===== src/hdl/hml_pkg.sv =====
package hml_pkg;

    localparam int ROW_WIDTH_W = 7;
    localparam logic [ROW_WIDTH_W-1:0] ROW_WIDTH_RESET = 7'd64;

    typedef struct packed {
        logic [7:0] in_red;
        logic [7:0] in_green;
        logic [7:0] in_blue;
    } pixel_t;

    typedef struct packed {
        logic [7:0] out_red;
        logic [7:0] out_green;
        logic [7:0] out_blue;
        logic       row_done;
    } mirror_t;

    typedef enum logic {
        HML_FILL,
        HML_DRAIN
    } hml_state_t;

    // controller -> datapath
    typedef struct packed {
        logic write;
        logic start;
        logic issue;
        logic load;
        logic take;
    } hml_cmd_t;

    // datapath -> controller
    typedef struct packed {
        logic row_end;
        logic reads_left;
        logic rd_valid;
        logic out_valid;
    } hml_status_t;

endpackage


===== src/hdl/horizontal_mirror_line_top.sv =====
// Channel   Direction  Handshake               Payload
// pixel     in         pixel_valid/pixel_stall hml_pkg::pixel_t (red, green, blue)
// mirror    out        mirror_valid/mirror_stall hml_pkg::mirror_t (rgb, row_done)
// cfg       in         cfg_valid/cfg_ready     row_width, 7 bits
//
// A row of W pixels is taken one word per cycle into the row buffer. The word that
// completes the row starts readout: W words leave in reverse column order, one per
// cycle when mirror is not stalled, through the registered buffer read port and the
// output register. Input is stalled during readout.
// Reset clears the column count, row_width returns to 64; buffer contents stay.
// A stall on mirror holds the output word and pauses buffer reads.
module horizontal_mirror_line_top #(
    parameter int MAX_WIDTH = 64
) (
    input  logic                            clk,
    input  logic                            rst_n,
    input  logic                            pixel_valid,
    output logic                            pixel_stall,
    input  hml_pkg::pixel_t                 pixel,
    output logic                            mirror_valid,
    input  logic                            mirror_stall,
    output hml_pkg::mirror_t                mirror,
    input  logic                            cfg_valid,
    output logic                            cfg_ready,
    input  logic [hml_pkg::ROW_WIDTH_W-1:0] cfg_data
);

    hml_pkg::hml_cmd_t    cmd;
    hml_pkg::hml_status_t status;

    assign cfg_ready = 1'b1;

    hml_ctrl u_ctrl (
        .clk          (clk),
        .rst_n        (rst_n),
        .pixel_valid  (pixel_valid),
        .pixel_stall  (pixel_stall),
        .mirror_stall (mirror_stall),
        .status       (status),
        .cmd          (cmd)
    );

    hml_datapath #(
        .MAX_WIDTH (MAX_WIDTH)
    ) u_datapath (
        .clk          (clk),
        .rst_n        (rst_n),
        .cfg_valid    (cfg_valid),
        .cfg_data     (cfg_data),
        .pixel        (pixel),
        .cmd          (cmd),
        .status       (status),
        .mirror_valid (mirror_valid),
        .mirror       (mirror)
    );

endmodule


===== src/hdl/hml_ctrl.sv =====
module hml_ctrl (
    input  logic                clk,
    input  logic                rst_n,
    input  logic                pixel_valid,
    output logic                pixel_stall,
    input  logic                mirror_stall,
    input  hml_pkg::hml_status_t status,
    output hml_pkg::hml_cmd_t   cmd
);

    hml_pkg::hml_state_t state_reg;
    hml_pkg::hml_state_t state_next;

    always_ff @(posedge clk or negedge rst_n)
    begin
        if (!rst_n)
        begin
            state_reg <= hml_pkg::HML_FILL;
        end
        else
        begin
            state_reg <= state_next;
        end
    end

    always_comb
    begin
        state_next  = state_reg;
        pixel_stall = 1'b1;
        cmd         = '0;
        // move a fetched word into the output register when it is free or leaving
        cmd.load    = status.rd_valid && (!status.out_valid || !mirror_stall);
        cmd.take    = status.out_valid && !mirror_stall;
        unique case (state_reg)
            hml_pkg::HML_FILL:
            begin
                pixel_stall = 1'b0;
                cmd.write   = pixel_valid;
                cmd.start   = pixel_valid && status.row_end;
                if (pixel_valid && status.row_end)
                begin
                    state_next = hml_pkg::HML_DRAIN;
                end
            end
            hml_pkg::HML_DRAIN:
            begin
                cmd.issue = status.reads_left && (!status.rd_valid || cmd.load);
                if (!status.reads_left && !status.rd_valid)
                begin
                    state_next = hml_pkg::HML_FILL;
                end
            end
            default:
            begin
                state_next = hml_pkg::HML_FILL;
            end
        endcase
    end

endmodule


===== src/hdl/hml_datapath.sv =====
module hml_datapath #(
    parameter int MAX_WIDTH = 64
) (
    input  logic                                 clk,
    input  logic                                 rst_n,
    input  logic                                 cfg_valid,
    input  logic [hml_pkg::ROW_WIDTH_W-1:0]      cfg_data,
    input  hml_pkg::pixel_t                      pixel,
    input  hml_pkg::hml_cmd_t                    cmd,
    output hml_pkg::hml_status_t                 status,
    output logic                                 mirror_valid,
    output hml_pkg::mirror_t                     mirror
);

    localparam int AW = (MAX_WIDTH > 1) ? $clog2(MAX_WIDTH) : 1;
    localparam int NW = $clog2(MAX_WIDTH + 1);
    localparam int RW = hml_pkg::ROW_WIDTH_W;
    localparam logic [RW-1:0] MAX_W = RW'(MAX_WIDTH);

    hml_pkg::pixel_t  mem [MAX_WIDTH];

    logic [RW-1:0]    width_reg;
    logic [AW-1:0]    col_reg;
    logic [AW-1:0]    col_next;
    logic [AW-1:0]    rd_addr_reg;
    logic [NW-1:0]    left_reg;
    hml_pkg::pixel_t  rd_data_reg;
    logic             rd_last_reg;
    logic             rd_valid_reg;
    logic             out_valid_reg;
    hml_pkg::mirror_t out_reg;

    logic [RW-1:0]    eff_width;
    logic [RW-1:0]    col_plus;
    logic             row_end;

    always_comb
    begin
        if (width_reg == '0)
        begin
            eff_width = RW'(1);
        end
        else if (width_reg > MAX_W)
        begin
            eff_width = MAX_W;
        end
        else
        begin
            eff_width = width_reg;
        end
    end

    assign col_plus = RW'(col_reg) + RW'(1);
    assign row_end  = col_plus >= eff_width;
    assign col_next = row_end ? '0 : col_plus[AW-1:0];

    always_ff @(posedge clk or negedge rst_n)
    begin
        if (!rst_n)
        begin
            width_reg <= hml_pkg::ROW_WIDTH_RESET;
        end
        else if (cfg_valid)
        begin
            width_reg <= cfg_data;
        end
    end

    always_ff @(posedge clk)
    begin
        if (cmd.write)
        begin
            mem[col_reg] <= pixel;
        end
        if (cmd.issue)
        begin
            rd_data_reg <= mem[rd_addr_reg];
            rd_last_reg <= (left_reg == NW'(1));
        end
        if (cmd.load)
        begin
            out_reg.out_red   <= rd_data_reg.in_red;
            out_reg.out_green <= rd_data_reg.in_green;
            out_reg.out_blue  <= rd_data_reg.in_blue;
            out_reg.row_done  <= rd_last_reg;
        end
    end

    always_ff @(posedge clk or negedge rst_n)
    begin
        if (!rst_n)
        begin
            col_reg       <= '0;
            rd_addr_reg   <= '0;
            left_reg      <= '0;
            rd_valid_reg  <= 1'b0;
            out_valid_reg <= 1'b0;
        end
        else
        begin
            if (cmd.write)
            begin
                col_reg <= col_next;
            end
            // read out from the last column down to column zero
            if (cmd.start)
            begin
                rd_addr_reg <= AW'(eff_width - RW'(1));
                left_reg    <= NW'(eff_width);
            end
            else if (cmd.issue)
            begin
                rd_addr_reg <= rd_addr_reg - AW'(1);
                left_reg    <= left_reg - NW'(1);
            end
            if (cmd.issue)
            begin
                rd_valid_reg <= 1'b1;
            end
            else if (cmd.load)
            begin
                rd_valid_reg <= 1'b0;
            end
            if (cmd.load)
            begin
                out_valid_reg <= 1'b1;
            end
            else if (cmd.take)
            begin
                out_valid_reg <= 1'b0;
            end
        end
    end

    assign status.row_end    = row_end;
    assign status.reads_left = (left_reg != '0);
    assign status.rd_valid   = rd_valid_reg;
    assign status.out_valid  = out_valid_reg;

    assign mirror_valid = out_valid_reg;
    assign mirror       = out_reg;

endmodule


===== config.mk =====
export PLATFORM = sky130hd
export DESIGN_NAME = horizontal_mirror_line_top
export DESIGN_NICKNAME = d
export VERILOG_FILES = /design/src/hdl/hml_pkg.sv /design/src/hdl/horizontal_mirror_line_top.sv /design/src/hdl/hml_ctrl.sv /design/src/hdl/hml_datapath.sv
export SDC_FILE = /design/constraint.sdc
export NUM_CORES = 1
export LEC_CHECK = 0
export BUFFER_PORTS_ARGS = -buffer_cell sky130_fd_sc_hd__buf_2
export CELL_PAD_IN_SITES_DETAIL_PLACEMENT = 1
export CELL_PAD_IN_SITES_GLOBAL_PLACEMENT = 1
export CORE_MARGIN = 2
export CORE_UTILIZATION = 45
export CTS_CLUSTER_DIAMETER = 60
export DETAILED_ROUTE_END_ITERATION = 8
export GPL_TIMING_DRIVEN = 1
export PLACE_DENSITY = 0.72
export SLEW_MARGIN = 20
export SYNTH_ARGS = -nofsm -noshare
export SYNTH_HDL_FRONTEND = slang
export SYNTH_SLANG_ARGS = --single-unit
export TNS_END_PERCENT = 10

===== constraint.sdc =====
create_clock -name clk -period 4.3 [get_ports clk]
set_input_delay 0.215 -clock clk [delete_from_list [all_inputs] [get_ports clk]]
set_output_delay 0.215 -clock clk [all_outputs]
set_load 0.005 [all_outputs]

==> results of run 1 <==
-- layer usage --
metal / up-vias / routed length, um / GRT usage
li1: 11960 / - / -
met1: 16400 / 62480 / 0.3202
met2: 1554 / 78160 / 0.3756
met3: 258 / 12320 / 0.03621
met4: 4 / 5487 / 0.08689
met5: - / 21 / 0
-- cells by family after synthesis --
| family | after synthesis |
|---|---|
| adder cells (fa/ha/maj) | 11 |
| other | 1 |
| XOR/XNOR | 14 |
| flip-flops | 1615 |
| AO/OA/AOI/OAI | 279 |
| multiplexers | 392 |
| buffers and inverters | 161 |
| AND/OR/NAND/NOR | 206 |
-- power groups by stage --
stage / logic (uW) / clock network (uW) / registers, uW
2_1_floorplan: 7210 / 0 / 18500
3_3_place_gp: 10800 / 0 / 18900
3_5_place_dp: 11200 / 0 / 19000
4_1_cts: 11300 / 14100 / 18700
5_1_grt: 11900 / 14700 / 18700
6_report: 11300 / 13900 / 18700
-- timing repair --
action,4_1_cts,5_1_grt
resized for setup,0,0
hold buffers,20,0
endpoints found under the hold margin,49,0
endpoints found under the setup margin,0,0
-- worst min path at each step --
stage | from | endpoint | depth (start not counted)
after CTS | pixel[22] | u_datapath.mem[7][22] | 2
after global routing | pixel[21] | u_datapath.mem[25][21] | 1
after detailed placement | rst_n | u_datapath.left_reg[3] | 1
after global placement | rst_n | u_datapath.width_reg[0] | 1
after floorplan | rst_n | u_ctrl.state_reg | 0
final | pixel[21] | u_datapath.mem[25][21] | 1
-- cell type report --
class | instances | area [um^2]
multi-input cells | 903 | 12300
clock inverters | 96 | 1067
clock buffers | 193 | 4148
diodes | 4 | 10.01
repair buffers | 229 | 1847
flip-flops and latches | 1615 | 48360
well taps | 1781 | 2228
fillers | 11710 | 65140
inverters | 7 | 28.78
-- cells in the final DEF (no fill, tap or decap), types with 3 or more instances in the layout --
cell type | Yosys | final
nor2_2 | 0 | 65
nor3_1 | 6 | 6
ha_1 | 11 | 11
a21oi_1 | 12 | 12
a22oi_1 | 120 | 120
buf_4 | 1 | 128
bufinv_16 | 0 | 19
a21o_1 | 4 | 4
inv_6 | 0 | 6
a221oi_1 | 48 | 48
dlygate4sd3_1 | 0 | 19
o21ai_0 | 13 | 13
clkinv_1 | 1 | 32
mux2_2 | 7 | 7
nor2b_1 | 7 | 4
inv_1 | 5 | 5
nand3b_1 | 3 | 3
clkinv_8 | 0 | 4
o221ai_1 | 24 | 24
clkinvlp_4 | 0 | 7
nand3_1 | 10 | 10
clkinv_2 | 0 | 24
nor2_1 | 82 | 16
dfrtp_1 | 28 | 26
xnor2_1 | 8 | 8
nand2b_1 | 4 | 4
a22o_1 | 49 | 49
nand2_1 | 80 | 80
clkbuf_16 | 0 | 160
buf_2 | 46 | 63
diode_2 | 0 | 4
buf_12 | 0 | 19
xor2_1 | 6 | 6
mux4_2 | 384 | 384
edfxtp_1 | 1586 | 1586
clkbuf_1 | 94 | 31
-- per-stage QoR --
stage	power, uW	cell area (um^2)	hold slack [ns]	instances	util
floorplan	25710	61120	-0.08059	2679	-
global placement	29770	64520	0.2594	4511	0.4775
detailed placement	30180	64540	0.2893	4514	0.4776
CTS	44100	69970	0.09596	4823	0.5178
global route	45260	69980	0.01708	4826	0.5179
finish	43870	69990	0.007869	4828	0.5179
==> key figures, run 1 <==
Outcome
  • Status: completed

Floorplan
  • Die Ht: around 370 um
  • Boundary Pins: 64
  • # rows: between 100 and 150
  • Die area: 0.1388 mm^2
  • Core area: about 0.14 mm^2
  • Die Wd: ~370 um
  • Initial Util: 0.4523

Worst setup path
  • Critical path class: reg -> reg
  • Crit Path Max Fanout: 63
  • Critical Path Start: u_datapath.rd_addr_reg[0]
  • Reg2reg start: u_datapath.rd_addr_reg[0]
  • Cell Chain, Critical Path: buf_12 > mux4_2 > a22o_1 > a221oi_1 > o221ai_1
  • Reg2reg setup slack: about 0.42 ns
  • Worst reg2reg path endpoint: u_datapath.rd_data_reg[8]
  • Cell family with most CP delay: compound AO/OA/AOI/OAI gates
  • Critical Path End Type: flop
  • WP depth: 5
  • Termination of the worst setup path: u_datapath.rd_data_reg[8]
  • Max stage delay on crit path: roughly 0.94 ns
  • Worst EP arrival: 4.35 ns
  • CP Data Required Time: about 4.8 ns
  • Worst path slowest cell: dfrtp_4
  • Crit start category: flop
  • Reg2Reg Depth: 5
  • Bufs and invs on worst path: 1

Pwr
  • Power density over the cells: 626.9 mW/mm^2
  • P_sw: 13,020 uW
  • Int Pwr: a little over 30,000 uW
  • Power share of the sequential group: 0.426
  • Switch share: 0.2967
  • Comb pwr share: 0.256
  • Static leakage: about 0.022 uW
  • Clk pwr share: 0.318
  • Worst VDD drop: 0.4196 mV

STA
  • Rel. slew slack: 0.2075
  • Worst setup margin: around 0.42 ns
  • Final Cycle Share: 0.9026
  • Fin. max-slew vios: 0
  • Fmax: roughly 0.26 GHz
  • Slew of the pin with the lowest slew margin: between 1 and 1.5 ns
  • Unrepaired setup endpoints after global routing: no
  • Post-layout minimum cycle time: roughly 3.9 ns
  • Fin Setup TNS: 0 ns
  • Setup violators final: 0
  • Worst clock skew: ~0.028 ns
  • Final Hold Viols: 0

Yosys
  • Combinational family with the most area after synthesis: multiplexers
  • Synth Area in Compound Gates: 0.03615
  • Dominant synthesized flop cell: edfxtp_1
  • Synth area leader: edfxtp_1
  • Syn Inst Count: 2,679
  • Commonest cells post-synth: 1,586 x edfxtp_1, 384 x mux4_2, 120 x a22oi_1
  • Post-Syn Area: ~0.06 mm^2
  • Syn Nets: 2,726
  • Synth Warn #: 0
  • Area share of the leading cell type in the synthesized netlist: 0.7792
  • Count leader, synth: edfxtp_1
  • Avg Cell Area, Syn: about 23 um^2
  • Post-synth EDFFs: roughly 1,600
  • Post-synthesis mux area share: 0.1429
  • Post-synth ARST share: 0.01796
  • Ranking of synthesized cells by area: edfxtp_1 78%, mux4_2 14%, a22oi_1 1.5%
  • #FFs+latches synth: between 1,500 and 2,000
  • Synth Area in Adders: 0.002252
  • XOR/XNOR Fraction of Synth Area: 0.002006
  • Post-synth cell types: 50
  • Post-synthesis simple-gate area fraction: 0.01449
  • Register area share after synthesis: 0.7910

Clocking
  • Clock slew at reported path FFs: approximately 0.06 ns
  • # clock sinks: between 1,500 and 2,000
  • CTS tree: done
  • TritonCTS buffer count: approximately 160
  • Clk_lat worst skew: 0.80 ns
  • Setup bufs post-CTS: 0
  • H-tree depth: 4
  • Clk root buf: clkbuf_16
  • Clk buf depth: 3

Routing
  • DR vias: about 30,000
  • DR WL/cell: roughly 33 um
  • Final ANT Viol Nets: 0
  • Avg Vias per Cell: 6.249
  • Iter 0 DRT Violations: about 3,600
  • DRC Markers: 0
  • DR pass1 iterations: 5
  • Detailed Route WL: between 150 and 200 mm

Global route
  • Initial antenna violation count: 9
  • Largest net degree at the start of global routing: 73
  • Grt ovf: 0
  • First-pass GRT wire length: around 230 mm
  • Number of global-route vias before repair: roughly 31,000
  • GRT Overall Usage: 0.2319

Flow run
  • Max-cap violations: 0

Placement
  • HPWL Detailed: 89.31 mm
  • Post-Place Setup Slack: between 0.4 and 0.5 ns
  • GPL Wtd Cong: around 0.85
  • Port Buffers: 62

Min path
  • Hold WC Path Type: in -> reg

Finish
  • Share of cells above drive strength 1: 0.2994
  • Final net count: roughly 3,000
  • Max reg flops: 1,536
  • P&R area growth vs syn: 14.50%
(Power assumes the default switching activity.)
==> inputs of run 2 (changes only) <==
--- a/config.mk
+++ b/config.mk
@@ -5,7 +5,7 @@
 export SDC_FILE = /design/constraint.sdc
 export NUM_CORES = 1
 export LEC_CHECK = 0
-export BUFFER_PORTS_ARGS = -buffer_cell sky130_fd_sc_hd__buf_2
+export BUFFER_PORTS_ARGS = -buffer_cell sky130_fd_sc_hd__buf_4
 export CELL_PAD_IN_SITES_DETAIL_PLACEMENT = 1
 export CELL_PAD_IN_SITES_GLOBAL_PLACEMENT = 1
 export CORE_MARGIN = 2
@@ -14,7 +14,6 @@
 export DETAILED_ROUTE_END_ITERATION = 8
 export GPL_TIMING_DRIVEN = 1
 export PLACE_DENSITY = 0.72
-export SLEW_MARGIN = 20
 export SYNTH_ARGS = -nofsm -noshare
 export SYNTH_HDL_FRONTEND = slang
 export SYNTH_SLANG_ARGS = --single-unit
==> key figures, run 2 (synthesis gave the netlist of run 1 again) <==
Finish
  • Commonest non-fill, non-tap cells in the layout: 1,586 x edfxtp_1, 384 x mux4_2, 176 x buf_4, 160 x clkbuf_16, 120 x a22oi_1
  • Max reg flops: between 1,500 and 2,000
  • Share of cells above drive strength 1: 0.2912
  • Final net count: between 2,000 and 3,000
  • Storage element area: 0.04836 mm^2
  • Fill cells: around 12,000
  • Diodes inserted: 0
  • P&R area growth vs syn: 14.03%
  • Final core occ: 0.5158
  • Multi-input gate area: 0.01230 mm^2
  • Commonest non-fill, non-tap cell in the layout: edfxtp_1

Pwr
  • Static leakage: about 0.022 uW
  • Final Power: between 40,000 and 50,000 uW
  • Switch share: 0.3026
  • Power density over the cells: about 620 mW/mm^2
  • P_sw: 13,150 uW
  • Worst VDD drop: between 0.4 and 0.5 mV
  • Clk pwr share: 0.303
  • Comb pwr share: 0.267
  • Power share of the sequential group: 0.430
  • Int Pwr: 30,320 uW

Clocking
  • Clk root buf: clkbuf_16
  • Clk buf depth: 3
  • TritonCTS buffer count: ~160
  • Setup bufs post-CTS: 0
  • H-tree depth: 4
  • Clk_lat worst skew: 0.79 ns
  • Clock slew at reported path FFs: around 0.060 ns
  • # clock sinks: ~1,600
  • Resized cells post-CTS: 0
  • CTS tree: done

STA
  • Unrepaired setup endpoints after global routing: no
  • Final Cycle Share: 0.9200
  • Setup violators final: 0
  • Rel. slew slack: -0.00005625
  • Hold WS: around 0.025 ns
  • Worst clock skew: 0.02709 ns
  • Worst setup margin: 0.3441 ns
  • Slew of the pin with the lowest slew margin: approximately 1.5 ns
  • Fmax: between 0.2 and 0.3 GHz
  • Final Hold Viols: 0
  • Fin Setup TNS: 0 ns
  • Fin. max-slew vios: 1
  • Post-layout minimum cycle time: between 3 and 4 ns

Placement
  • GPL Wtd Cong: slightly above 0.8
  • Port Buffers: 62
  • Post-Place Setup Slack: ~0.3 ns
  • HPWL Detailed: 92.10 mm

Routing
  • DRC Markers: 0
  • DR pass1 iterations: 6
  • Final ANT Viol Nets: 0
  • Iter 0 DRT Violations: 3,879
  • DR vias: slightly below 30,000
  • Avg Vias per Cell: between 6 and 7
  • Detailed Route WL: ~160 mm
  • DR WL/cell: ~34 um

Global route
  • Largest net degree at the start of global routing: between 70 and 80
  • Number of global-route vias before repair: approximately 31,000
  • GRT Overall Usage: 0.2364
  • Initial antenna violation count: 1
  • First-pass GRT wire length: 231.7 mm
  • Grt ovf: 0

Floorplan
  • Die area: ~0.14 mm^2
  • Die Wd: ~370 um
  • Die Ht: around 370 um
  • Core area: approximately 0.14 mm^2
  • Initial Util: 0.4523
  • Boundary Pins: 64
  • # rows: approximately 140

Worst setup path
  • Critical path class: reg -> reg
  • Crit start category: flop
  • Worst EP arrival: roughly 4.4 ns
  • CP Data Required Time: approximately 4.8 ns
  • Crit Path Max Fanout: 50
  • Critical Path End Type: flop
  • Reg2reg setup slack: between 0.3 and 0.4 ns

Outcome
  • Failing checks: max-slew violations
  • Status: finished with violations

Min path
  • Hold WC Path Type: in -> reg

Flow run
  • Max-cap violations: 0
-- run 2: changes by cell type in the layout (fill, tap and decap cells not counted), sizes merged --
cell         delta
clkbuf          +5
inv             -4
clkinv          +1
dlygate4sd3     +4
diode           -4
bufinv          -9
buf            -15
-- run 2: layer usage --
| metal | routed length [um] | GRT usage | up-vias | part of all wire |
|---|---|---|---|---|
| li1 | - | - | 11910 | - |
| met3 | 12640 | 0.04616 | 240 | 0.078 |
| met5 | 13 | 0 | - | 0.000081 |
| met1 | 63830 | 0.3233 | 16200 | 0.40 |
| met4 | 5610 | 0.08542 | 2 | 0.035 |
| met2 | 79220 | 0.3808 | 1413 | 0.49 |
-- run 2: final cells by class --
type | count | area share
clock inverters | 84 | 0.01011
multi-input cells | 903 | 0.1764
repair buffers | 218 | 0.02772
well taps | 1781 | 0.03197
flip-flops and latches | 1615 | 0.6939
inverters | 7 | 0.0004129
clock buffers | 198 | 0.05949
-- run 2: final timing paths --
path | start | to | cells past startpoint
setup / recovery | u_datapath.rd_addr_reg[1] | u_datapath.rd_data_reg[14] | 6
hold / removal | pixel[4] | u_datapath.mem[60][4] | 1
setup reg to reg | u_datapath.rd_addr_reg[1] | u_datapath.rd_data_reg[14] | 6
hold reg to reg | u_datapath.rd_last_reg | u_datapath.mirror[0] | 0
max in group asynchronous | rst_n | u_datapath.rd_addr_reg[0] | 4
min in group asynchronous | rst_n | u_datapath.col_reg[3] | 4
-- run 2: critical path, stage by stage (launching register included) --
cell and delay (ns):
dfrtp_4 0.88, buf_4 0.46, buf_12 0.34, mux4_2 0.38, a22o_1 0.27, a221oi_1 1.02, o221ai_1 0.21
-- run 2: stage by stage --
| step | area (um^2) | instances |
|---|---|---|
| floorplan | 61120 | 2679 |
| global placement | 64590 | 4499 |
| detailed placement | 64600 | 4500 |
| CTS | 69700 | 4806 |
| global route | 69700 | 4806 |
| finish | 69700 | 4806 |
-- run 2: what timing repair did --
| item | in CTS | in global routing |
|---|---|---|
| endpoints found under the setup margin | 0 | 0 |
| hold buffers | 24 | 0 |
| hold endpoints to repair | 120 | 0 |
-- run 2: power groups by stage --
stage               logic, uW  clock network (uW)  registers (uW)
finish                  11600               13200           18700
global placement        11200                   0           18900
detailed placement      11600                   0           19000
floorplan                7210                   0           18500
global route            12200               13900           18700
CTS                     11700               13400           18700
